### config.mk
export PLATFORM = sky130hd
export DESIGN_NAME = frc_prep
export DESIGN_NICKNAME = d
export VERILOG_FILES = /design/src/rtl/frc_pkg.sv /design/src/rtl/frc_prep.sv
export SDC_FILE = /design/constraint.sdc
export NUM_CORES = 2
export LEC_CHECK = 0
export ABC_AREA = 1
export BUFFER_PORTS_ARGS = -buffer_cell sky130_fd_sc_hd__buf_2
export CORE_UTILIZATION = 50
export DETAILED_ROUTE_END_ITERATION = 12
export PLACE_DENSITY = 0.8
export SETUP_SLACK_MARGIN = 0.1
export SYNTH_ARGS = -nofsm -noshare
export SYNTH_HDL_FRONTEND = slang
export SYNTH_SLANG_ARGS = --single-unit
### constraint.sdc
create_clock -name clk -period 17.95 [get_ports clk]
set_input_delay 1.795 -clock clk [delete_from_list [all_inputs] [get_ports clk]]
set_output_delay 1.795 -clock clk [all_outputs]
set_load 0.01 [all_outputs]
### src/rtl/frc_pkg.sv
`timescale 1ns / 1ps
// ----------------------------------------------------------------------------
// frc_pkg
// shared constants, control struct and raised-cosine weight function
// ----------------------------------------------------------------------------
package frc_pkg;

    localparam int LEVEL_BITS      = 16;
    localparam int TIME_BITS       = 48;
    localparam int COS_TABLE_DEPTH = 256;
    localparam int LEN_BITS        = 32;
    localparam int REG_IDX_BITS    = 3;
    localparam int W_BITS          = 17;

    localparam logic [REG_IDX_BITS-1:0] REG_MODE         = 3'd0;
    localparam logic [REG_IDX_BITS-1:0] REG_START_LEVEL  = 3'd1;
    localparam logic [REG_IDX_BITS-1:0] REG_END_LEVEL    = 3'd2;
    localparam logic [REG_IDX_BITS-1:0] REG_START_TIME   = 3'd3;
    localparam logic [REG_IDX_BITS-1:0] REG_FADE_LENGTH  = 3'd4;
    localparam logic [REG_IDX_BITS-1:0] REG_CYCLE_LENGTH = 3'd5;

    localparam logic [63:0] Q30_ONE = 64'd1 << 30;
    localparam logic [63:0] PI_Q30  = 64'd3373259426;

    typedef struct packed {
        logic osc;
        logic early;
        logic fin;
        logic neg;
    } ctrl_t;

    // sin^2 weight in q16 from a turn fraction in q32
    function automatic logic [W_BITS-1:0] rc_weight(input logic [63:0] turn_in);
        logic [63:0] turn;
        logic [63:0] x;
        logic [63:0] x2;
        logic [63:0] h;
        logic [63:0] s;
        logic [63:0] w;
        logic [63:0] r;
        turn = turn_in;
        if (turn > (64'd1 << 31))
            turn = (64'd1 << 32) - turn;
        x  = (turn * PI_Q30) >> 32;
        x2 = (x * x) >> 30;
        h  = Q30_ONE;
        h  = Q30_ONE - ((x2 * h) >> 30) / 64'd110;
        h  = Q30_ONE - ((x2 * h) >> 30) / 64'd72;
        h  = Q30_ONE - ((x2 * h) >> 30) / 64'd42;
        h  = Q30_ONE - ((x2 * h) >> 30) / 64'd20;
        h  = Q30_ONE - ((x2 * h) >> 30) / 64'd6;
        s  = (x * h) >> 30;
        if (s > Q30_ONE)
            s = Q30_ONE;
        w = (s * s) >> 30;
        if (w > Q30_ONE)
            w = Q30_ONE;
        r = (w + (64'd1 << 13)) >> 14;
        return r[W_BITS-1:0];
    endfunction

endpackage

### src/rtl/frc_prep.sv
`timescale 1ns / 1ps
// ----------------------------------------------------------------------------
// frc_prep
// elapsed time, level difference, special cases and ramp product
// ----------------------------------------------------------------------------
module frc_prep #(
    parameter int LEVEL_BITS = frc_pkg::LEVEL_BITS,
    parameter int TIME_BITS  = frc_pkg::TIME_BITS,
    parameter int DW         = frc_pkg::TIME_BITS
) (
    input  logic                           clk,
    input  logic                           rst_n,
    input  logic                           en,
    input  logic                           in_valid,
    input  logic [TIME_BITS-1:0]           now_frame,
    input  logic                           mode,
    input  logic [LEVEL_BITS-1:0]          start_level,
    input  logic [LEVEL_BITS-1:0]          end_level,
    input  logic [TIME_BITS-1:0]           start_time,
    input  logic [frc_pkg::LEN_BITS-1:0]   fade_length,
    input  logic [frc_pkg::LEN_BITS-1:0]   cycle_length,
    output logic                           o_valid,
    output frc_pkg::ctrl_t                 o_ctrl,
    output logic [LEVEL_BITS-1:0]          o_from,
    output logic [LEVEL_BITS-1:0]          o_dmag,
    output logic [frc_pkg::LEN_BITS-1:0]   o_den,
    output logic [DW-1:0]                  o_dividend
);
    localparam int LB = frc_pkg::LEN_BITS;

    logic                  s1_valid_reg;
    frc_pkg::ctrl_t        s1_ctrl_reg, s1_ctrl_next;
    logic [LEVEL_BITS-1:0] s1_from_reg, s1_from_next;
    logic [LEVEL_BITS-1:0] s1_dmag_reg, s1_dmag_next;
    logic [LB-1:0]         s1_den_reg, s1_den_next;
    logic [TIME_BITS-1:0]  s1_mag_reg, s1_mag_next;

    logic                  s2_valid_reg;
    frc_pkg::ctrl_t        s2_ctrl_reg;
    logic [LEVEL_BITS-1:0] s2_from_reg;
    logic [LEVEL_BITS-1:0] s2_dmag_reg;
    logic [LB-1:0]         s2_den_reg;
    logic [DW-1:0]         s2_dvd_reg, s2_dvd_next;

    logic                  early;
    logic [LEVEL_BITS:0]   diff;
    logic [LEVEL_BITS:0]   diff_abs;
    logic [LEVEL_BITS+LB-1:0] ramp_prod;

    always_comb
    begin
        early        = now_frame < start_time;
        s1_mag_next  = early ? start_time - now_frame : now_frame - start_time;
        diff         = {end_level[LEVEL_BITS-1], end_level}
                     - {start_level[LEVEL_BITS-1], start_level};
        diff_abs     = diff[LEVEL_BITS] ? -diff : diff;
        s1_ctrl_next.osc    = mode;
        s1_ctrl_next.early  = early;
        s1_ctrl_next.neg    = diff[LEVEL_BITS];
        s1_ctrl_next.fin    = 1'b0;
        s1_from_next = start_level;
        s1_dmag_next = diff_abs[LEVEL_BITS-1:0];
        if (mode)
        begin
            s1_den_next = (cycle_length == '0) ? LB'(1) : cycle_length;
        end
        else
        begin
            s1_den_next = (fade_length == '0) ? LB'(1) : fade_length;
            // ramp over: end level, no interpolation
            if (fade_length == '0 || (!early && s1_mag_next >= TIME_BITS'(fade_length)))
            begin
                s1_ctrl_next.fin = 1'b1;
                s1_from_next     = end_level;
                s1_dmag_next     = '0;
            end
            else if (early)
            begin
                s1_dmag_next = '0;
            end
        end
    end

    always_comb
    begin
        ramp_prod = (LEVEL_BITS+LB)'(s1_dmag_reg) * (LEVEL_BITS+LB)'(s1_mag_reg[LB-1:0]);
        s2_dvd_next = s1_ctrl_reg.osc ? DW'(s1_mag_reg) : DW'(ramp_prod);
    end

    always_ff @(posedge clk or negedge rst_n)
    begin
        if (!rst_n)
        begin
            s1_valid_reg <= 1'b0;
            s2_valid_reg <= 1'b0;
        end
        else if (en)
        begin
            s1_valid_reg <= in_valid;
            s2_valid_reg <= s1_valid_reg;
        end
    end

    always_ff @(posedge clk)
    begin
        if (en)
        begin
            s1_ctrl_reg <= s1_ctrl_next;
            s1_from_reg <= s1_from_next;
            s1_dmag_reg <= s1_dmag_next;
            s1_den_reg  <= s1_den_next;
            s1_mag_reg  <= s1_mag_next;
            s2_ctrl_reg <= s1_ctrl_reg;
            s2_from_reg <= s1_from_reg;
            s2_dmag_reg <= s1_dmag_reg;
            s2_den_reg  <= s1_den_reg;
            s2_dvd_reg  <= s2_dvd_next;
        end
    end

    assign o_valid    = s2_valid_reg;
    assign o_ctrl     = s2_ctrl_reg;
    assign o_from     = s2_from_reg;
    assign o_dmag     = s2_dmag_reg;
    assign o_den      = s2_den_reg;
    assign o_dividend = s2_dvd_reg;

endmodule

* Yosys cells after proc, flatten, opt, wreduce, memory -nomap -nowiden *
Index checks and enable logic that the tools add are counted.

word-level totals
  logic and storage cells = 42
  input port bits = 197
  flip-flop bits (word level) = 234
  bits in latches = 0
  bits in read-only memories = 0
  memories kept = 0
  bits in writable memories = 0

operators by class
  equality and inequality tests = 0
  magnitude comparators = 2
  multiplexer cells = 12
  add/sub/neg operators = 4
  multiply operators = 1
  divide/modulo/power cells = 0
  reductions and logical operators = 5
  shift-type cells = 0
  bitwise logic cells = 0

operators with widths
  operator             count
  $mux W16             6
  $mux W32             3
  $mux W48             2
  $sub A48 B48 Y48     2
  $logic_not A32 Y1    2
  $ge A48 B32 Y1       1
  $lt A48 B48 Y1       1
  $mul A16 B32 Y48     1
  $sub A16 B16 Y17     1
  $neg A16 Y16         1
  $logic_and A1 B1 Y1  1
  $logic_not A1 Y1     1
  $logic_or A1 B1 Y1   1
  $mux W1              1

* Longest topological paths before layout *
  depth in word-level cells = 7
  depth in mapped cells = 41
  gate-level depth less buffers = 38

* Least setup slack after synthesis *
OpenSTA, ideal clock, no wires.

  path type = input-to-reg
  start = input now_frame[0]
  end = register s1_from_reg[10], data pin
  data required time = 17.697 ns
  arrival time = 5.786 ns
  path slack = 11.911 ns
  buffers on the path = 4
  stages on the path = 40
  library setup time = 0.253 ns
  path through = inv_1 -> ha_1 -> inv_1 -> fa_1 -> nand2_1 -> nand2_1 -> nand2_1 -> nand2_1 -> nand2_1 -> nand2_1 -> nand2_2 -> clkinv_2 -> nor2_4 -> buf_6 -> buf_2 -> buf_1 -> nand2_1 -> nand2_1 -> (+4 left out) -> nor2_1 -> nor2_1 -> nand3_1 -> nand2_1 -> nand2_1 -> nand2_1 -> nand2_1 -> nand2_1 -> nand2_1 -> nor2_1 -> nand3_1 -> nor2_1 -> nand3_2 -> nand2_4 -> nand2_4 -> buf_4 -> nand3_1 -> nand2_1

between the ends
  cells in the longest elaborated chain, start to end = 7

RTL lines
  element                                             line                            RTL
  from (decl)                                         frc_prep.sv:15                  input logic [TIME_BITS-1:0] now_frame,
  $sub A48 B48 Y48 or $lt A48 B48 Y1 (tied branches)  frc_prep.sv:53, frc_prep.sv:52
  $mux W48 (*)                                        frc_prep.sv:53                  s1_mag_next = early ? start_time - now_frame : now_frame - start_time;
  named net s1_mag_next[5]                            frc_prep.sv:36                  logic [TIME_BITS-1:0] s1_mag_reg, s1_mag_next;
  $ge A48 B32 Y1 (*)                                  frc_prep.sv:71                  if (fade_length == '0 || (!early && s1_mag_next >= TIME_BITS'(fade_length)))
  $logic_and A1 B1 Y1 (*)                             frc_prep.sv:71
  $logic_or A1 B1 Y1 (*)                              frc_prep.sv:71
  $mux W16 (*)                                        frc_prep.sv:71
  $mux W16 (*)                                        frc_prep.sv:63                  if (mode)
  named net s1_from_next[10]                          frc_prep.sv:33                  logic [LEVEL_BITS-1:0] s1_from_reg, s1_from_next;
  to (signal assigned)                                frc_prep.sv:109                 s1_from_reg <= s1_from_next;
  to (decl)                                           frc_prep.sv:33

Mark *: on every way through the listed nets, which the timed path passes. The rest lies on a longest branch.
A chain may end at the register's enable or synchronous reset.

* Final worst setup path *
  start = register s1_dmag_reg[10]
  end = register s2_dvd_reg[46] (netlist: o_dividend[46]), data pin

between the ends
  cells in the longest elaborated chain, start to end = 2

RTL lines
  element                    line             RTL
  from (decl)                frc_prep.sv:34   logic [LEVEL_BITS-1:0] s1_dmag_reg, s1_dmag_next;
  from (signal assigned)     frc_prep.sv:110  s1_dmag_reg <= s1_dmag_next;
  $mul A16 B32 Y48           frc_prep.sv:86   ramp_prod = (LEVEL_BITS+LB)'(s1_dmag_reg) * (LEVEL_BITS+LB)'(s1_mag_reg[LB-1:0]);
  $mux W48                   frc_prep.sv:87   s2_dvd_next = s1_ctrl_reg.osc ? DW'(s1_mag_reg) : DW'(ramp_prod);
  named net s2_dvd_next[46]  frc_prep.sv:43   logic [DW-1:0] s2_dvd_reg, s2_dvd_next;
  to (signal assigned)       frc_prep.sv:117  s2_dvd_reg <= s2_dvd_next;
  to (decl)                  frc_prep.sv:43

The timed path passes the listed nets, and every way through them passes these cells.

==> results.txt <==
TritonCTS Buffers -> 28
max cap viols -> 0
first-pass GRT wire length -> 181 mm
FF-to-FF path depth -> 23
All-Layer GR Usage -> 32.0%
post-synth cell types -> 50
Area Growth Syn to Fin -> 9.21%
FF/Latch Area -> 7020 µm²
via-per-instance ratio -> 5.30
R2R setup slack -> 10.71 ns
initial antenna violation count -> 2
GR peak layer -> met2
Post-Route WL -> 116 mm
Post-CTS Setup Bufs -> 0
full die area -> 72,500 µm²
largest net degree at the start of global routing -> 86
number of global-route vias before repair -> 33,500
CP Max Fanout -> 18
Yosys top cell area share -> 23.6%
post-cts sizing count -> 0
Synth Register Bits -> 234
Post-DRT Antenna Nets -> 0
via count -> 32,300
Core ar. -> 70,400 µm²
Filler cells -> 6,653
largest area contributor in the netlist -> fa_1
clk_lat worst skew -> 0.62 ns
Std-Cell Rows -> 97
pre-CTS setup slack -> 10.55 ns
Initial DRC Count -> 2,706
Slew @ Worst Pin -> 1.08 ns
r2r startpoint -> s1_dmag_reg[10]$_DFFE_PP_
crit path DAT -> 7.55 ns
IO Count -> 314
Worst Hold Class -> register to register
Clock Path Buffers -> 3
Setup TNS Final -> 0 ns
Post-Syn Instances -> 4,918
drt wl/cell -> 19.0 µm
clock sinks -> 234
Critical Path Sink Type -> register
clk_skew -> 0.0532 ns
CP required -> 18.26 ns
Die Height -> 269 µm
share of cells above drive strength 1 -> 10.2%
dpl hpwl -> 94.4 mm
DIE WIDTH -> 269 µm
DRC -> 0
worst path cell trace -> buf_4 > nand2_1 > fa_1 > inv_1 > fa_1 > fa_1 > fa_1 > fa_1 > inv_1 > fa_1 > inv_1 > ha_1 > a21oi_1 > inv_1 > a31oi_1 > o211ai_1 > nand2_1 > nand4_1 > nand3_1 > o211ai_1 > or2_2 > nand3_1 > nand2_1
final core utilization -> 55.4%
met3 Use GR -> 4.29%
Area contributors post-synth -> fa_1 24%, edfxtp_1 20%, nand2_1 16%
H-tree levels -> 1
slowest stage cell, crit path -> edfxtp_1
synthesized area -> 35,700 µm²
grt ovf -> 0
WHS Path Cells -> 0
Final Setup Violations -> 0
CTS tree -> yes
area used by multi-input combinational logic -> 23,400 µm²
CP startpoint kind -> register
Hold Crit Endpoint -> o_den[23]$_DFFE_PP_
WS Path Type -> register to register
Mapped Avg Cell Area -> 7.26 µm²
routability cong. -> 1.02
Period minus WS final -> 7.24 ns
WP buf/inv -> 5
NumNets Final -> 6,021
Clock Tree Root -> clkbuf_16
CTS clk-pin slew, worst paths -> 0.06 ns
syn nets -> 5,800
Crit path top cell by count -> fa_1
warning count from the yosys run -> 0
Setup WS post-layout -> 10.71 ns
status -> completed
worst r2r dst -> o_dividend[46]$_DFFE_PP_
fin crit share -> 40.3%
Initial Utilization -> 50.7%
Peak Freq -> 0.138 GHz
RSZ-0062 raised after global routing -> no
Max-Slew Margin vs Limit -> 27.8%
Hold Startpoint -> s1_den_reg[23]$_DFFE_PP_
CP delay by family, top -> adder cells
met1 global-route usage -> 38.2%
met2 usage -> 54.9%
Seq/Total Area, Yosys -> 19.7%
Max Slew Vio Count -> 0
cts hold-fix bufs -> 0
Pre-antenna DRT Iters -> 7
# port buffers -> 313
final hold vios -> 0
largest stage delay on the critical path -> 0.87 ns
-- synth_stat cells (all sizes together) --
library cell	instances
a211oi	4
a21boi	5
a21o	9
a21oi	167
a31oi	33
and2	1
and3	3
buf	19
clkbuf	132
clkinv	7
dfrtp	2
edfxtp	232
fa	421
ha	264
inv	1231
mux2i	10
nand2	1597
nand3	167
nand3b	1
nand4	51
nor2	246
nor3	23
nor4	17
o211ai	11
o21a	14
o21ai	122
o21bai	16
o221ai	2
o31a	1
o31ai	6
or2	38
or4	2
xnor2	30
xor2	34
-- placed cells by master, fill, tap and decap left out, types with 4 or more instances in the layout --
cell type	synthesis	layout
nand2_1	1568	1568
inv_1	1209	1209
fa_1	421	421
buf_2	8	312
ha_1	264	264
edfxtp_1	232	232
nor2_1	209	209
nand3_1	164	164
a21oi_1	164	164
o21ai_0	117	117
nand4_1	51	51
or2_2	38	38
xor2_1	34	34
a31oi_1	33	33
nor2_2	30	30
xnor2_1	30	30
buf_4	3	29
clkbuf_16	0	28
nand2_2	26	26
inv_2	22	22
nor3_1	18	18
nor4_1	17	17
o21bai_1	16	16
o21a_1	14	14
clkinv_1	6	11
o211ai_1	11	11
mux2i_1	10	10
a21o_1	9	9
nor2_4	7	7
o31ai_1	6	6
clkinv_2	1	5
a21boi_0	5	5
o21ai_1	5	5
clkinvlp_4	0	5
nor3_2	4	4
a211oi_1	4	4
-- per-stage QoR --
step | instance area [µm²] | cells | hold WS [ns]
after CTS | 39000 | 6101 | 0.419
after global routing | 39000 | 6103 | 0.422
after detailed placement | 38100 | 6049 | 0.405
final | 39000 | 6104 | 0.419
after floorplan | 35700 | 4918 | 0.400
after global placement | 38100 | 6049 | 0.400
-- layer usage --
layer	vias up	share of wire, %
li1	15100	-
met1	15300	38
met2	1538	48
met3	394	7.6
met4	0	6.8
met5	-	0
-- final cells by class --
type,count,share of cell area [%]
sequential,234,18.0
multi-input combinational,3295,60.1
clock buffer,30,1.82
clock inverter,22,0.552
antenna,3,0.0193
tap,940,3.02
timing repair buffer,342,4.60
inverter,1238,11.9
-- worst max-delay path by stage --
| stage | startpoint | end | slack, ns | depth (start not counted) |
|---|---|---|---|---|
| after detailed placement | now_frame[0] | s1_ctrl_reg[1]$_SDFFCE_PP0P_ | 10.55 | 38 |
| after global routing | s1_dmag_reg[6]$_DFFE_PP_ | o_dividend[42]$_DFFE_PP_ | 10.44 | 27 |
| final | s1_dmag_reg[10]$_DFFE_PP_ | o_dividend[46]$_DFFE_PP_ | 10.71 | 23 |
| after global placement | now_frame[0] | s1_ctrl_reg[1]$_SDFFCE_PP0P_ | 10.70 | 34 |
| after floorplan | now_frame[0] | s1_from_reg[10]$_DFFE_PP_ | 11.91 | 40 |
| after CTS | s1_dmag_reg[8]$_DFFE_PP_ | o_dividend[46]$_DFFE_PP_ | 10.83 | 23 |
-- worst reg2reg max path, stage by stage, from the launching register on --
cell,delay (ns)
edfxtp_1,0.87
buf_4,0.38
nand2_1,0.13
fa_1,0.58
inv_1,0.06
fa_1,0.55
fa_1,0.45
fa_1,0.46
fa_1,0.49
inv_1,0.05
fa_1,0.51
inv_1,0.05
ha_1,0.34
a21oi_1,0.21
inv_1,0.06
a31oi_1,0.29
o211ai_1,0.23
nand2_1,0.12
nand4_1,0.22
nand3_1,0.17
o211ai_1,0.11
or2_2,0.28
nand3_1,0.22
nand2_1,0.11
-- cells by family (layout without fill, tap and decap cells) --
| logic type | count (synthesis) | count (layout) | share of synthesized area (%) |
|---|---|---|---|
| buffers and inverters | 1389 | 1632 | 14.7 |
| multiplexers | 10 | 10 | 0.280 |
| adder cells (fa/ha/maj) | 685 | 685 | 32.9 |
| flip-flops | 234 | 234 | 19.7 |
| XOR/XNOR | 64 | 64 | 1.57 |
| AO/OA/AOI/OAI | 390 | 390 | 6.10 |
| other | 0 | 3 | 0 |
| AND/OR/NAND/NOR | 2146 | 2146 | 24.8 |
Power is left out: the tool's default activity adds up to more than one toggle a clock period on the data nets, which glitch-free logic cannot reach.
