## config.mk

```make
export PLATFORM = sky130hd
export DESIGN_NAME = frc_phase_div
export DESIGN_NICKNAME = d
export VERILOG_FILES = /design/src/rtl/frc_pkg.sv /design/src/rtl/frc_phase_div.sv
export SDC_FILE = /design/constraint.sdc
export NUM_CORES = 1
export LEC_CHECK = 0
export BUFFER_PORTS_ARGS = -buffer_cell sky130_fd_sc_hd__buf_2
export CAP_MARGIN = 20
export CELL_PAD_IN_SITES_DETAIL_PLACEMENT = 0
export CELL_PAD_IN_SITES_GLOBAL_PLACEMENT = 2
export CORE_MARGIN = 2
export CORE_UTILIZATION = 45
export DETAILED_ROUTE_END_ITERATION = 10
export PLACE_DENSITY_LB_ADDON = 0.05
export SYNTH_ARGS = -nofsm -noshare
export SYNTH_HDL_FRONTEND = slang
export SYNTH_SLANG_ARGS = --single-unit
```

## constraint.sdc

```tcl
create_clock -name clk -period 7.3 [get_ports clk]
set_input_delay 0.365 -clock clk [delete_from_list [all_inputs] [get_ports clk]]
set_output_delay 0.365 -clock clk [all_outputs]
set_load 0.02 [all_outputs]
```

## src/rtl/frc_pkg.sv

```systemverilog
`timescale 1ns / 1ps
// ----------------------------------------------------------------------------
// frc_pkg
// shared constants, control struct and raised-cosine weight function
// ----------------------------------------------------------------------------
package frc_pkg;

    localparam int LEVEL_BITS      = 16;
    localparam int TIME_BITS       = 48;
    localparam int COS_TABLE_DEPTH = 256;
    localparam int LEN_BITS        = 32;
    localparam int REG_IDX_BITS    = 3;
    localparam int W_BITS          = 17;

    localparam logic [REG_IDX_BITS-1:0] REG_MODE         = 3'd0;
    localparam logic [REG_IDX_BITS-1:0] REG_START_LEVEL  = 3'd1;
    localparam logic [REG_IDX_BITS-1:0] REG_END_LEVEL    = 3'd2;
    localparam logic [REG_IDX_BITS-1:0] REG_START_TIME   = 3'd3;
    localparam logic [REG_IDX_BITS-1:0] REG_FADE_LENGTH  = 3'd4;
    localparam logic [REG_IDX_BITS-1:0] REG_CYCLE_LENGTH = 3'd5;

    localparam logic [63:0] Q30_ONE = 64'd1 << 30;
    localparam logic [63:0] PI_Q30  = 64'd3373259426;

    typedef struct packed {
        logic osc;
        logic early;
        logic fin;
        logic neg;
    } ctrl_t;

    // sin^2 weight in q16 from a turn fraction in q32
    function automatic logic [W_BITS-1:0] rc_weight(input logic [63:0] turn_in);
        logic [63:0] turn;
        logic [63:0] x;
        logic [63:0] x2;
        logic [63:0] h;
        logic [63:0] s;
        logic [63:0] w;
        logic [63:0] r;
        turn = turn_in;
        if (turn > (64'd1 << 31))
            turn = (64'd1 << 32) - turn;
        x  = (turn * PI_Q30) >> 32;
        x2 = (x * x) >> 30;
        h  = Q30_ONE;
        h  = Q30_ONE - ((x2 * h) >> 30) / 64'd110;
        h  = Q30_ONE - ((x2 * h) >> 30) / 64'd72;
        h  = Q30_ONE - ((x2 * h) >> 30) / 64'd42;
        h  = Q30_ONE - ((x2 * h) >> 30) / 64'd20;
        h  = Q30_ONE - ((x2 * h) >> 30) / 64'd6;
        s  = (x * h) >> 30;
        if (s > Q30_ONE)
            s = Q30_ONE;
        w = (s * s) >> 30;
        if (w > Q30_ONE)
            w = Q30_ONE;
        r = (w + (64'd1 << 13)) >> 14;
        return r[W_BITS-1:0];
    endfunction

endpackage

```

## src/rtl/frc_phase_div.sv

```systemverilog
`timescale 1ns / 1ps
// ----------------------------------------------------------------------------
// frc_phase_div
// phase wrap, ramp rounding and table index division
// ----------------------------------------------------------------------------
module frc_phase_div #(
    parameter int LEVEL_BITS      = frc_pkg::LEVEL_BITS,
    parameter int COS_TABLE_DEPTH = frc_pkg::COS_TABLE_DEPTH,
    parameter int IDXW            = $clog2(frc_pkg::COS_TABLE_DEPTH)
) (
    input  logic                         clk,
    input  logic                         rst_n,
    input  logic                         en,
    input  logic                         i_valid,
    input  frc_pkg::ctrl_t               i_ctrl,
    input  logic [LEVEL_BITS-1:0]        i_from,
    input  logic [LEVEL_BITS-1:0]        i_dmag,
    input  logic [frc_pkg::LEN_BITS-1:0] i_den,
    input  logic [frc_pkg::LEN_BITS-1:0] i_rem,
    input  logic [LEVEL_BITS:0]          i_quo,
    output logic                         o_valid,
    output frc_pkg::ctrl_t               o_ctrl,
    output logic [LEVEL_BITS-1:0]        o_from,
    output logic [LEVEL_BITS-1:0]        o_dmag,
    output logic [LEVEL_BITS:0]          o_qr,
    output logic [IDXW-1:0]              o_idx
);
    localparam int LB = frc_pkg::LEN_BITS;
    localparam int NW = LB + IDXW;
    localparam int QW = LEVEL_BITS + 1;

    logic                  a_valid_reg;
    frc_pkg::ctrl_t        a_ctrl_reg;
    logic [LEVEL_BITS-1:0] a_from_reg;
    logic [LEVEL_BITS-1:0] a_dmag_reg;
    logic [LB-1:0]         a_den_reg;
    logic [QW-1:0]         a_qr_reg, a_qr_next;
    logic [NW-1:0]         a_num_reg, a_num_next;

    logic [LB-1:0]         wrap_r;
    logic                  round_up;

    always_comb
    begin
        // floor wrap: negative elapsed time folds up into the period
        wrap_r = i_rem;
        if (i_ctrl.early && i_rem != '0)
            wrap_r = i_den - i_rem;
        a_num_next = NW'(wrap_r) * NW'(COS_TABLE_DEPTH);
        round_up   = {i_rem, 1'b0} >= {1'b0, i_den};
        a_qr_next  = i_quo + QW'(round_up);
    end

    always_ff @(posedge clk or negedge rst_n)
    begin
        if (!rst_n)
            a_valid_reg <= 1'b0;
        else if (en)
            a_valid_reg <= i_valid;
    end

    always_ff @(posedge clk)
    begin
        if (en)
        begin
            a_ctrl_reg <= i_ctrl;
            a_from_reg <= i_from;
            a_dmag_reg <= i_dmag;
            a_den_reg  <= i_den;
            a_qr_reg   <= a_qr_next;
            a_num_reg  <= a_num_next;
        end
    end

    logic                  valid_reg [IDXW];
    frc_pkg::ctrl_t        ctrl_reg  [IDXW];
    logic [LEVEL_BITS-1:0] from_reg  [IDXW];
    logic [LEVEL_BITS-1:0] dmag_reg  [IDXW];
    logic [LB-1:0]         den_reg   [IDXW];
    logic [QW-1:0]         qr_reg    [IDXW];
    logic [IDXW-1:0]       low_reg   [IDXW];
    logic [LB-1:0]         rem_reg   [IDXW];
    logic [IDXW-1:0]       idx_reg   [IDXW];

    for (genvar k = 0; k < IDXW; k++)
    begin : g_step
        logic                  cur_valid;
        frc_pkg::ctrl_t        cur_ctrl;
        logic [LEVEL_BITS-1:0] cur_from;
        logic [LEVEL_BITS-1:0] cur_dmag;
        logic [LB-1:0]         cur_den;
        logic [QW-1:0]         cur_qr;
        logic [IDXW-1:0]       cur_low;
        logic [LB-1:0]         cur_rem;
        logic [IDXW-1:0]       cur_idx;
        logic [LB:0]           trial;
        logic                  ge;

        if (k == 0)
        begin : g_head
            assign cur_valid = a_valid_reg;
            assign cur_ctrl  = a_ctrl_reg;
            assign cur_from  = a_from_reg;
            assign cur_dmag  = a_dmag_reg;
            assign cur_den   = a_den_reg;
            assign cur_qr    = a_qr_reg;
            assign cur_low   = a_num_reg[IDXW-1:0];
            // upper part of r*depth is already below the period
            assign cur_rem   = a_num_reg[NW-1:IDXW];
            assign cur_idx   = '0;
        end
        else
        begin : g_body
            assign cur_valid = valid_reg[k-1];
            assign cur_ctrl  = ctrl_reg[k-1];
            assign cur_from  = from_reg[k-1];
            assign cur_dmag  = dmag_reg[k-1];
            assign cur_den   = den_reg[k-1];
            assign cur_qr    = qr_reg[k-1];
            assign cur_low   = low_reg[k-1];
            assign cur_rem   = rem_reg[k-1];
            assign cur_idx   = idx_reg[k-1];
        end

        assign trial = {cur_rem, cur_low[IDXW-1-k]};
        assign ge    = trial >= {1'b0, cur_den};

        always_ff @(posedge clk or negedge rst_n)
        begin
            if (!rst_n)
                valid_reg[k] <= 1'b0;
            else if (en)
                valid_reg[k] <= cur_valid;
        end

        always_ff @(posedge clk)
        begin
            if (en)
            begin
                ctrl_reg[k] <= cur_ctrl;
                from_reg[k] <= cur_from;
                dmag_reg[k] <= cur_dmag;
                den_reg[k]  <= cur_den;
                qr_reg[k]   <= cur_qr;
                low_reg[k]  <= cur_low;
                rem_reg[k]  <= ge ? LB'(trial - {1'b0, cur_den}) : LB'(trial);
                idx_reg[k]  <= {cur_idx[IDXW-2:0], ge};
            end
        end
    end

    assign o_valid = valid_reg[IDXW-1];
    assign o_ctrl  = ctrl_reg[IDXW-1];
    assign o_from  = from_reg[IDXW-1];
    assign o_dmag  = dmag_reg[IDXW-1];
    assign o_qr    = qr_reg[IDXW-1];
    assign o_idx   = idx_reg[IDXW-1];

endmodule

```

# --- After elaboration in Yosys (flattened, before gate mapping) ---
# Memories as Yosys holds them, arrays and structs flattened.
# Cells that the tools add are included.
totals:
  ramBits: 1064
  out_inout_bits: 62
  inputBits: 121
  n_memories: 8
  reg_bits: 126
classes:
  reduce_logical: 2
  addsub: 10
  order_cmp: 9
  n_mux: 11
memory_table:
  columns: ["name", "words", "width", "read_ports", "rd_ports_with_merged_regs", "wr", "line_no", "text"]
  rows:
  - ["den_reg", 8, 32, 7, 0, 8, "frc_phase_div.sv:79", "logic [LB-1:0] den_reg [IDXW];"]
  - ["rem_reg", 8, 32, 7, 0, 8, "frc_phase_div.sv:82", "logic [LB-1:0] rem_reg [IDXW];"]
  - ["qr_reg", 8, 17, 8, 0, 8, "frc_phase_div.sv:80", "logic [QW-1:0] qr_reg [IDXW];"]
  - ["dmag_reg", 8, 16, 8, 0, 8, "frc_phase_div.sv:78", "logic [LEVEL_BITS-1:0] dmag_reg [IDXW];"]
  - ["from_reg", 8, 16, 8, 0, 8, "frc_phase_div.sv:77", "logic [LEVEL_BITS-1:0] from_reg [IDXW];"]
  - ["idx_reg", 8, 8, 8, 0, 8, "frc_phase_div.sv:83", "logic [IDXW-1:0] idx_reg [IDXW];"]
  - ["+2 memories", null, null, null, null, null, null, null]
ops:
  columns: ["op", "n"]
  rows:
  - ["$ge 33x32->1", 9]
  - ["$mux 32", 9]
  - ["$sub 32x32->32", 9]
  - ["$reduce_bool 32->1", 1]
  - ["$add 17x1->17", 1]
  - ["$mux 1", 2]
  - ["$logic_and 1x1->1", 1]

# --- Depth between registers and ports, before layout ---
# Gate-level depths: netlist of run 1.
depth:
  word_depth: 3
  depth_mapped: 19
  ltp_nobuf: 19

# --- Worst setup path after synthesis of run 1 ---
# OpenSTA, ideal clock, no wires.
synth_path:
  path_type: "reg2reg"
  from: "memory den_reg[2][1] (netlist bit)"
  to: "memory rem_reg[2][58] (netlist bit), data pin"
  t_arrival_ns: 3.178
  path_stages_with_launch: 14
  setup_time_ns: 0.260
  synth_period_minus_slack_ns: 3.438
  setup_slack_ns: 3.862
  path_cell_list: "edfxtp_1 > inv_1 > ha_1 > nor2b_1 > o31a_1 > o41ai_2 > nand2b_1 > o2111ai_2 > a31oi_1 > o21ai_2 > a31oi_1 > a2111oi_4 > buf_6 > mux2_2"
synth_rtl:
  columns: ["item", "line_no"]
  rows:
  - ["start: declaration", "frc_phase_div.sv:79"]
  - ["end: declaration", "frc_phase_div.sv:82"]

# --- Final worst setup path of run 1 ---
layout_path:
  from: "input i_den[10] (netlist bit)"
  to: "register a_qr_reg[15], data pin"
layout_between:
  elab_chain_len: 2
layout_rtl:
  columns: ["item", "line_no", "text"]
  rows:
  - ["start: declaration", "frc_phase_div.sv:18", "input logic [frc_pkg::LEN_BITS-1:0] i_den,"]
  - ["$ge 33x32->1", "frc_phase_div.sv:50", "round_up = {i_rem, 1'b0} >= {1'b0, i_den};"]
  - ["$add 17x1->17", "frc_phase_div.sv:51", "a_qr_next = i_quo + QW'(round_up);"]
  - ["net a_qr_next[15]", "frc_phase_div.sv:37", "logic [QW-1:0] a_qr_reg, a_qr_next;"]
  - ["end signal: assignment", "frc_phase_div.sv:70", "a_qr_reg <= a_qr_next;"]
  - ["end: declaration", "frc_phase_div.sv:37", null]
# The timed path passes the listed nets, and every way through them passes these cells.
# A chain may end at the register's enable or synchronous reset.

==> results.md, run 1 <==
- H-tree levels: 3
- Hold endpoint: a_num_reg[19]
- Max cap viols: 0
- Vias in the first global route: 29000
- CORE AREA: 111000 sq um
- Routed via count: 28800
- Area delta synth->final: 13.6%
- Crit Reg-Reg Startpoint: rem_reg[0][1]
- WHS: roughly 0.054 ns
- Status: complete, no violations
- Layout cells sized above 1: 12.2%
- Io pins: 183
- DP Worst Slack: 2.82 ns
- WL per Instance: between 15 and 20 um
- Initial Utilization: a little under half
- First-pass GRT wire length: 155000 um
- Critical R2R Capture: rem_reg[0][39]
- CP max stage cell: dlygate4sd3_1
- WS Path Type: input pin to flip-flop
- Post-layout util: 51.6%
- Worst Reg-to-Reg Cells: 11
- Clock sink total: 1034
- Final std cells w/o fill: 5714
- Crit path cell chain: dlygate4sd3_1 > buf_2 > inv_1 > ha_1 > a21o_1 > a21o_1 > a21oi_1 > nor2_1 > a211oi_1 > o311ai_0 > a31oi_1 > a31oi_1 > ha_1 > nand4_1 > nor2_1 > and3_1 > and4_1 > nand2_1 > xnor2_1 > dlygate4sd3_1
- Pleak: between 20 and 25 nW
- Final net count: roughly 4600
- Syn Nets: between 4000 and 5000
- Rel. slew slack: 33.1%
- Grt total ovfl: 0
- Crit path DAT: 5.16 ns
- Largest net degree at the start of global routing: 188
- Worst Path Max Fanout: 5
- Resized cells post-CTS: 0
- Die H: 338 um
- Synth area leaders: edfxtp_1 (61%), ha_1 (7.9%), mux2_2 (3.0%), inv_1 (2.9%), xnor2_1 (2.5%)
- Startpoint Class: input pin
- Setup TNS: 0 ns
- Cells after DPL: 5411
- Count of cell types in the netlist: between 70 and 80
- Pins Over Slew Limit: 0
- Peak supply drop: 0.238 mV
- Area after DPL: ~53000 sq um
- Setup violations, final: 0
- Drt drc: 0
- ANT nets after route: 0
- Gpl congestion: just under 0.9
- RSZ-0062 raised after global routing: false
- # port buffers: 182
- CTS Buf Count: 107
- Cell Rows: around 120
- Hold Fails Final Rpt: 0
- Setup crit end kind: flip-flop
- Clk slew on worst S/H paths: 0.06 ns
- Max Clk Rate: 212 MHz
- Post-DP HPWL: slightly above 70000 um
- CTS Root Cell: clkbuf_16
- Min cycle time layout: 4.71 ns
- Mean Syn Cell Area: 13.1 sq um
- Final clock skew: 0.0373 ns
- Crit-path max cell delay: 0.55 ns
- Overall Global Routing Usage: ~17%
- Yosys top cell by area: edfxtp_1
- Post-Syn Area: 50200 sq um
- Final period utilization: 64.5%
- Register area share after synthesis: 61.7%
- Cell Pwr Density: 360 nW/um^2
- Hold crit path type: input pin to flip-flop
- Filler instances: 9536
- Flop2flop setup slack: 3.07 ns
- Final wirelength: 96700 um
- Worst-margin pin slew: 1.00 ns
- Post-synth EDFFs: between 1000 and 1500
- Warnings from Yosys: 0
- Design area: 57100 sq um
- Hold Path Stages: 3
- Most frequent cells in the layout: edfxtp_1 (1025), inv_1 (382), ha_1 (319)
- Area share of the largest cell type after synthesis: just over 60%
- Seq cells post-synth: 1034
- N_diodes: 0
- Primary FF master, synth: edfxtp_1
- Drt initial violations: 1456
- Initial antenna violation count: 0
- Number of detailed-route iterations in the first pass: 5
- Data required, critical path: 7.75 ns
- Worst-Skew Late Latency: 0.70 ns
- Clock Path Buffers: 3
- Pwr Total: just over 20 mW
- Vias/cell: 5.04
- Cells after synthesis: 3845
- Most common cell after layout, fill and taps aside: edfxtp_1
- Post-synth ARST share: 0.870%
- Die ar.: 114000 sq um
- Chip width: 338 um
- Fin worst setup slack: ~2.6 ns
- Worst Hold Launch: i_rem[11]
- TritonCTS clock tree: built
[worst max-delay path: cells and delay by family]
family,cells,cell delay (ns)
buffers and inverters,4,1.23
XOR/XNOR,1,0.13
AO/OA/AOI/OAI,7,1.29
AND/OR/NAND/NOR,6,1.55
adder cells (fa/ha/maj),2,0.56
[cell usage after synthesis (6+ instances only)]
library cell and n:
a21oi_1 239, nand2b_1 52, nor4_1 16, or3_1 13
a31oi_1 28, a221oi_1 8, buf_4 39, nand2_1 223
buf_6 6, nor2b_1 37, o21a_1 52, nor3_1 26
mux2i_1 13, and3_1 27, nand4_1 56, o21bai_1 26
a21o_1 152, inv_1 382, o31a_1 9, a21boi_0 11
o31ai_1 26, and4_1 11, buf_2 9, o2111ai_1 9
nor2_1 131, fa_1 8, or2_2 9, nand3_1 60
mux2_2 136, xnor2_1 142, xor2_1 85, a211o_1 7
mux2_1 20, o211ai_1 16, ha_1 319, a211oi_1 21
edfxtp_1 1025, o21ai_1 8, o21ai_0 216, dfrtp_1 9
and2_1 13, clkbuf_1 68
[layout make-up]
cell class / instances / area, sq um / share of cell area, %
Sequential cell: 1034 / 31000 / 54.3
Inverter: 382 / 1430 / 2.51
Timing Repair Buffer: 308 / 2190 / 3.85
Tap cell: 1488 / 1860 / 3.26
Clock inverter: 66 / 618 / 1.08
Clock buffer: 131 / 2770 / 4.85
Multi-Input combinational cell: 2305 / 17200 / 30.1
[per-layer routing]
metal	track usage, %	vias up	part of all wire [%]
met1	22.1	13400	45
li1	-	14800	-
met2	28.9	461	48
met4	6.76	0	3.7
met5	0	-	0
met3	2.68	159	3.4
[cells by family (layout without fill, tap and decap cells)]
logic type | after synthesis | count (layout) | share of synthesized area (%)
DFF | 1034 | 1034 | 61.7
AOI/OAI and AO/OA | 890 | 890 | 11.3
and+or+nand+nor | 692 | 692 | 6.76
buffers and inverters | 506 | 887 | 4.19
adders and majority gates | 327 | 327 | 8.27
xor gates and xnor gates | 227 | 227 | 3.96
muxes | 169 | 169 | 3.76
[worst max-delay path by stage]
| stage | start | cells past startpoint | to | slack [ns] |
|---|---|---|---|---|
| 4_1_cts | i_den[10] | 20 | a_qr_reg[15] | 2.53 |
| 6_report | i_den[10] | 20 | a_qr_reg[15] | 2.59 |
| 2_1_floorplan | den_reg[2][1] | 13 | rem_reg[2][58] | 3.86 |
| 3_5_place_dp | i_den[10] | 18 | a_qr_reg[16] | 2.82 |
| 5_1_grt | i_den[1] | 22 | a_qr_reg[15] | 2.34 |
| 3_3_place_gp | i_den[10] | 18 | a_qr_reg[16] | 2.87 |
[repair_timing]
item | 4_1_cts | 5_1_grt
setup endpoints to repair | 0 | 0
hold endpoints to repair | 112 | 0
hold buffers | 106 | 0
setup buffers | 0 | 0
[where the power goes]
| group | leakage, nW | switching [mW] | internal, mW |
|---|---|---|---|
| Combinational | 10.9 | 3.83 | 3.11 |
| Sequential | 10.1 | 0.483 | 7.91 |
| Clock | 1.65 | 2.26 | 2.96 |
| Total | 22.7 | 6.57 | 14.0 |
(Power assumes the default switching activity.)
==> run 2: changes to the inputs <==
--- a/config.mk
+++ b/config.mk
@@ -5,12 +5,13 @@
 export SDC_FILE = /design/constraint.sdc
 export NUM_CORES = 1
 export LEC_CHECK = 0
+export ABC_AREA = 1
 export BUFFER_PORTS_ARGS = -buffer_cell sky130_fd_sc_hd__buf_2
 export CAP_MARGIN = 20
 export CELL_PAD_IN_SITES_DETAIL_PLACEMENT = 0
 export CELL_PAD_IN_SITES_GLOBAL_PLACEMENT = 2
 export CORE_MARGIN = 2
-export CORE_UTILIZATION = 45
+export CORE_UTILIZATION = 36
 export DETAILED_ROUTE_END_ITERATION = 10
 export PLACE_DENSITY_LB_ADDON = 0.05
 export SYNTH_ARGS = -nofsm -noshare
==> constraint.sdc (replaced) <==
create_clock -name clk -period 4.2 [get_ports clk]
set_input_delay 0.21 -clock clk [delete_from_list [all_inputs] [get_ports clk]]
set_output_delay 0.21 -clock clk [all_outputs]
set_load 0.02 [all_outputs]
==> run 2 against run 1 <==
Compared with the run above:
- cell count increased by 61%
- register-to-register slack worse by 1.9 ns
- sequential cell count unchanged
- combinational power is 120% higher
- global-route usage up 3.9 points
- sequential share of layout area is 7.8 points lower
==> results.md, run 2 <==
- Status: complete, no violations
- Drt drc: 0
- Number of detailed-route iterations in the first pass: 5
- Io pins: 183
- Worst-margin pin slew: 0.747 ns
- Post-Syn Area: 58200 sq um
- Die H: 406 um
- Setup violations, final: 0
- Critical path endpoint: a_qr_reg[6]
- Peak supply drop: 0.434 mV
- Critical R2R Capture: rem_reg[0][1]
- TritonCTS clock tree: built
- Synth area leaders: edfxtp_1 (53%), nand2_1 (15%), inv_1 (8.2%), ha_1 (6.9%), nand3_1 (3.5%)
- H-tree levels: 3
- Post-synth EDFFs: roughly 1000
- Count of cell types in the netlist: 44
- Seq cells post-synth: 1034
- Post-synth ARST share: 0.870%
- Cell Rows: 147
- Final period utilization: between 90% and 100%
- Cells after synthesis: 6564
- Routed via count: 41900
- WS Path Type: input pin to flip-flop
- Initial antenna violation count: 0
- Most common cell after layout, fill and taps aside: nand2_1
- Post-DP HPWL: 140000 um
- Grt total ovfl: 0
- Rel. slew slack: 50.2%
- Vias/cell: between 4 and 5
- Area delta synth->final: 14.5%
- Gpl congestion: 0.890
- Pins Over Slew Limit: 0
- First-pass GRT wire length: 258000 um
- Hold Fails Final Rpt: 0
- Clock Path Buffers: 3
- Max Clk Rate: 262 MHz
- # port buffers: roughly 180
- Post-synth top cells: nand2_1 (2282), inv_1 (1273), edfxtp_1 (1025)
- Primary FF master, synth: edfxtp_1
- CTS Buf Count: 115
- Startpoint Class: input pin
- Worst-Skew Late Latency: 0.78 ns
- Initial Utilization: 36.2%
- Layout cells sized above 1: 8.37%
- Worst Path Max Fanout: 4
- Chip width: 406 um
- Final wirelength: 172000 um
- Yosys top cell by area: edfxtp_1
- Register area share after synthesis: 53.3%
- Cell Pwr Density: 598 nW/um^2
- Overall Global Routing Usage: 21.0%
- Crit-path max cell delay: 0.59 ns
- Most Frequent Cell on Critical Path: nand2_1
- Worst Reg-to-Reg Cells: 9
- Hold crit path type: input pin to flip-flop
- ANT nets after route: 0
- Clock sink total: 1034
- Post-layout util: between 40% and 50%
- Crit path cell chain: dlygate4sd3_1 > buf_2 > inv_1 > ha_1 > nand4_1 > nor3_1 > nand2_1 > nand2_1 > nand2_1 > nand3_1 > ha_1 > nand2_1 > nor3_2 > buf_4 > a21oi_1 > dlygate4sd3_1 > nor2_1 > dlygate4sd3_1
- Setup TNS: 0 ns
- Critical Path Source: i_den[16]
- Setup crit end kind: flip-flop
- Max cap viols: 0
- RSZ-0062 raised after global routing: false
- Drt initial violations: 1883
- Crit Reg-Reg Startpoint: a_den_reg[30]
- Pwr Total: 39.8 mW
- Area share of the largest cell type after synthesis: 52.9%
- Vias in the first global route: 43300
- Crit path DAT: ~4.5 ns
- Warnings from Yosys: 0
- Final clock skew: 0.0770 ns
- Clk slew on worst S/H paths: around 0.060 ns
- CP max stage cell: nor3_1
- WHS: 0.141 ns
- WL per Instance: 18.8 um
- Fin worst setup slack: 0.383 ns
- Filler instances: 16200
- Count leader, synth: nand2_1
- Resized cells post-CTS: 0
- DP Worst Slack: 0.697 ns
- Min cycle time layout: 3.82 ns
- Most frequent cells in the layout: nand2_1 (2282), inv_1 (1273), edfxtp_1 (1025)
- Data required, critical path: 4.84 ns
- Largest net degree at the start of global routing: 137
- Mean Syn Cell Area: approximately 9 sq um
- CORE AREA: 161000 sq um
- Pleak: 31.9 nW
- Final net count: 7376
- Die ar.: 165000 sq um
- CTS Root Cell: clkbuf_16
- Syn Nets: 7012
- Flop2flop setup slack: 1.15 ns
==> run 2: per-layer routing <==
layer | vias up | GRT usage, % | part of all wire (%)
met2 | 530 | 41.7 | 56
met5 | - | 0 | 0
met1 | 19400 | 21.9 | 38
met3 | 277 | 1.96 | 2.0
met4 | 0 | 9.63 | 4.7
li1 | 21600 | - | -
==> run 2: where the power goes <==
| group | internal [mW] | leakage, nW | total, mW | switching, mW |
|---|---|---|---|---|
| logic | 4.77 | 19.9 | 15.1 | 10.3 |
| registers | 13.5 | 10.1 | 14.5 | 0.940 |
| clock network | 5.88 | 1.85 | 10.3 | 4.38 |
==> run 2: cell type report <==
| class | count | area [sq um] | area share, % |
|---|---|---|---|
| diodes | 1 | 2.50 | 0.00376 |
| clock buffers | 133 | 2950 | 4.42 |
| clock inverters | 81 | 946 | 1.42 |
| inverters | 1279 | 4800 | 7.21 |
| multi-input cells | 4140 | 21500 | 32.3 |
| flip-flops and latches | 1034 | 31000 | 46.5 |
| well taps | 2160 | 2700 | 4.06 |
| repair buffers | 358 | 2680 | 4.03 |
==> run 2: critical path: cells and delay by family <==
kind            cells  cell delay [ns]
buf+inv             6             1.93
simple gates        9             1.70
fa+ha+maj           2             0.55
compound gates      1             0.06
==> run 2: cells by family after synthesis <==
kind of cell / synth area share [%]
AND/OR/NAND/NOR: 25.6
buffers and inverters: 9.71
flip-flops: 53.3
adder cells (fa/ha/maj): 7.14
AO/OA/AOI/OAI: 2.49
XOR/XNOR: 1.72
multiplexers: 0.0194
==> run 2: stage by stage <==
step	area [sq um]	instances
5_1_grt	66600	9185
4_1_cts	66600	9185
3_5_place_dp	61400	8835
3_3_place_gp	61400	8835
2_1_floorplan	58200	6564
6_report	66600	9186
==> run 2: how the worst min path moves through the flow <==
| stage | start | endpoint | depth (start not counted) |
|---|---|---|---|
| after CTS | i_from[10] | a_from_reg[10] | 2 |
| after detailed placement | rst_n | o_valid | 1 |
| after floorplan | rst_n | a_valid_reg | 0 |
| after global placement | rst_n | o_valid | 1 |
| after global routing | i_dmag[12] | a_dmag_reg[12] | 2 |
| final | i_from[10] | a_from_reg[10] | 2 |
==> run 2: timing repair <==
action | 4_1_cts | 5_1_grt
buffers inserted | 0 | 0
hold buffers | 136 | 0
endpoints found under the hold margin | 165 | 0
==> run 3: changes to the inputs <==
--- a/config.mk
+++ b/config.mk
@@ -10,9 +10,9 @@
 export CAP_MARGIN = 20
 export CELL_PAD_IN_SITES_DETAIL_PLACEMENT = 0
 export CELL_PAD_IN_SITES_GLOBAL_PLACEMENT = 2
-export CORE_MARGIN = 2
 export CORE_UTILIZATION = 36
 export DETAILED_ROUTE_END_ITERATION = 10
+export GPL_ROUTABILITY_DRIVEN = 0
 export PLACE_DENSITY_LB_ADDON = 0.05
 export SYNTH_ARGS = -nofsm -noshare
 export SYNTH_HDL_FRONTEND = slang
==> run 3 against run 2 <==
Compared with the run above:
- via count increased by 0.21%
- utilization up 0.070 points
- power shrank 0.10%
- sequential share of layout area shrank 0.079 points
- clock skew fell by 0.025 ns
==> results.md, run 3 (synthesis gave the netlist of run 2 again) <==
- Critical R2R Capture: rem_reg[0][33]
- Worst-Skew Late Latency: between 0.7 and 0.8 ns
- Data required, critical path: 4.85 ns
- First-pass GRT wire length: approximately 260000 um
- # port buffers: 182
- Vias in the first global route: about 43000
- Initial Utilization: 36.2%
- Post-DP HPWL: 142000 um
- Worst-margin pin slew: about 0.9 ns
- H-tree levels: 3
- Largest net degree at the start of global routing: 110
- Drt drc: 0
- Hold Fails Final Rpt: 0
- WL per Instance: 18.9 um
- Most common cell after layout, fill and taps aside: nand2_1
- RSZ-0062 raised after global routing: false
- Most used routing layer: met2
- Rel. slew slack: 38.3%
- Layout cells sized above 1: 8.58%
- Post-CTS Setup Inserts: 0
- Most frequent cells in the layout: nand2_1 (2282), inv_1 (1273), edfxtp_1 (1025)
- Initial antenna violation count: 0
- Max Clk Rate: between 200 and 300 MHz
- Status: complete, no violations
- Final period utilization: between 80 and 90%
- Overall Global Routing Usage: 21.4%
- ANT nets after route: 0
- Cell Pwr Density: between 500 and 600 nW/um^2
- Multi-input gate area: approximately 22000 sq um
- Clock sink total: 1034
- Number of detailed-route iterations in the first pass: 5
- Critical Path Source: i_den[16]
- Crit path DAT: 4.43 ns
- Peak supply drop: 0.379 mV
- Setup crit end kind: flip-flop
- Crit Reg-Reg Startpoint: den_reg[0][20]
- Met3 Usage GRT: 1.98%
- Flop2flop setup slack: 1.27 ns
- Cell Rows: ~150
- Worst Reg-to-Reg Cells: 12
- Worst Path Max Fanout: 4
- Hold crit path type: input pin to flip-flop
- Met2 global-route usage: 42.4%
- Final wirelength: about 170000 um
- Clk slew on worst S/H paths: 0.06 ns
- CTS Root Cell: clkbuf_16
- Setup TNS: 0 ns
- Vias/cell: between 4 and 5
- Setup violations, final: 0
- Startpoint Class: input pin
- Pins Over Slew Limit: 0
- Resized cells post-CTS: 0
- WS Path Type: input pin to flip-flop
- Min cycle time layout: 3.77 ns
- Critical path endpoint: a_qr_reg[6]
- Grt total ovfl: 0
- Filler instances: about 16000
- Final clock skew: 0.0520 ns
- GR Layer Usage met1: around 22%
- Die ar.: 163000 sq um
- Clock Path Buffers: 3
- Drt initial violations: 1915
- CTS Buf Count: 114
- Routed via count: 42000
- Io pins: 183
- Chip width: 404 um
- TritonCTS clock tree: built
- Final net count: 7392
- Die H: 404 um
- WHS: 0.143 ns
- Area delta synth->final: 14.7%
- Seq. cell area: 31000 sq um
- CORE AREA: 161000 sq um
- Post-layout util: 41.6%
- Pleak: ~32 nW
- Max cap viols: 0
==> run 3: timing repair <==
| item | CTS | global route |
|---|---|---|
| hold buffers | 133 | 0 |
| endpoints found under the setup margin | 0 | 0 |
| endpoints found under the hold margin | 142 | 0 |
==> run 3: worst min-delay path by stage <==
stage	depth (start not counted)	startpoint	slack, ns	endpoint
after global placement	1	rst_n	0.08	o_valid
after floorplan	0	rst_n	-0.09	a_valid_reg
after CTS	2	i_dmag[13]	0.06	a_dmag_reg[13]
final	2	i_from[13]	0.14	a_from_reg[13]
after global routing	2	i_from[15]	0.10	a_from_reg[15]
after detailed placement	1	rst_n	0.08	o_valid
==> run 3: per-layer routing <==
layer / share of wire [%] / vias up
met5: 0 / -
met1: 38 / 19500
met2: 55 / 554
met3: 2.2 / 252
met4: 4.6 / 0
li1: - / 21700
==> run 3: cell type report <==
cell class | count | area share, %
Timing Repair Buffer | 375 | 4.28
Sequential cell | 1034 | 46.5
Inverter | 1279 | 7.20
Multi-Input combinational cell | 4140 | 32.3
Clock inverter | 77 | 1.35
Tap cell | 2160 | 4.05
Antenna cell | 1 | 0.00375
Clock buffer | 135 | 4.39
==> run 3: worst max-delay path, stage by stage <==
cell	delay, ns
dlygate4sd3_1	0.51
buf_2	0.12
inv_1	0.04
ha_1	0.31
nand4_1	0.12
nor3_1	0.56
nand2_1	0.12
nand2_1	0.19
nand2_1	0.08
nand3_1	0.26
ha_1	0.23
nand2_1	0.08
nor3_2	0.18
buf_4	0.16
a21oi_1	0.05
dlygate4sd3_1	0.55
nor2_1	0.10
dlygate4sd3_1	0.54
==> run 3: power by group <==
part	switching (mW)	leakage (nW)	internal (mW)
combinational	10.3	20.0	4.81
sequential	0.963	10.1	13.5
clock	4.37	1.83	5.79
total	15.7	31.9	24.1
==> run 3: per-stage QoR <==
stage	cells	instance area (sq um)	total power, mW	setup slack, ns
floorplan	6564	58200	24.9	1.62
global placement	8855	61600	30.0	0.678
detailed placement	8855	61600	30.1	0.722
CTS	9200	66700	40.5	0.476
global route	9200	66700	42.7	0.180
finish	9201	66700	39.8	0.426
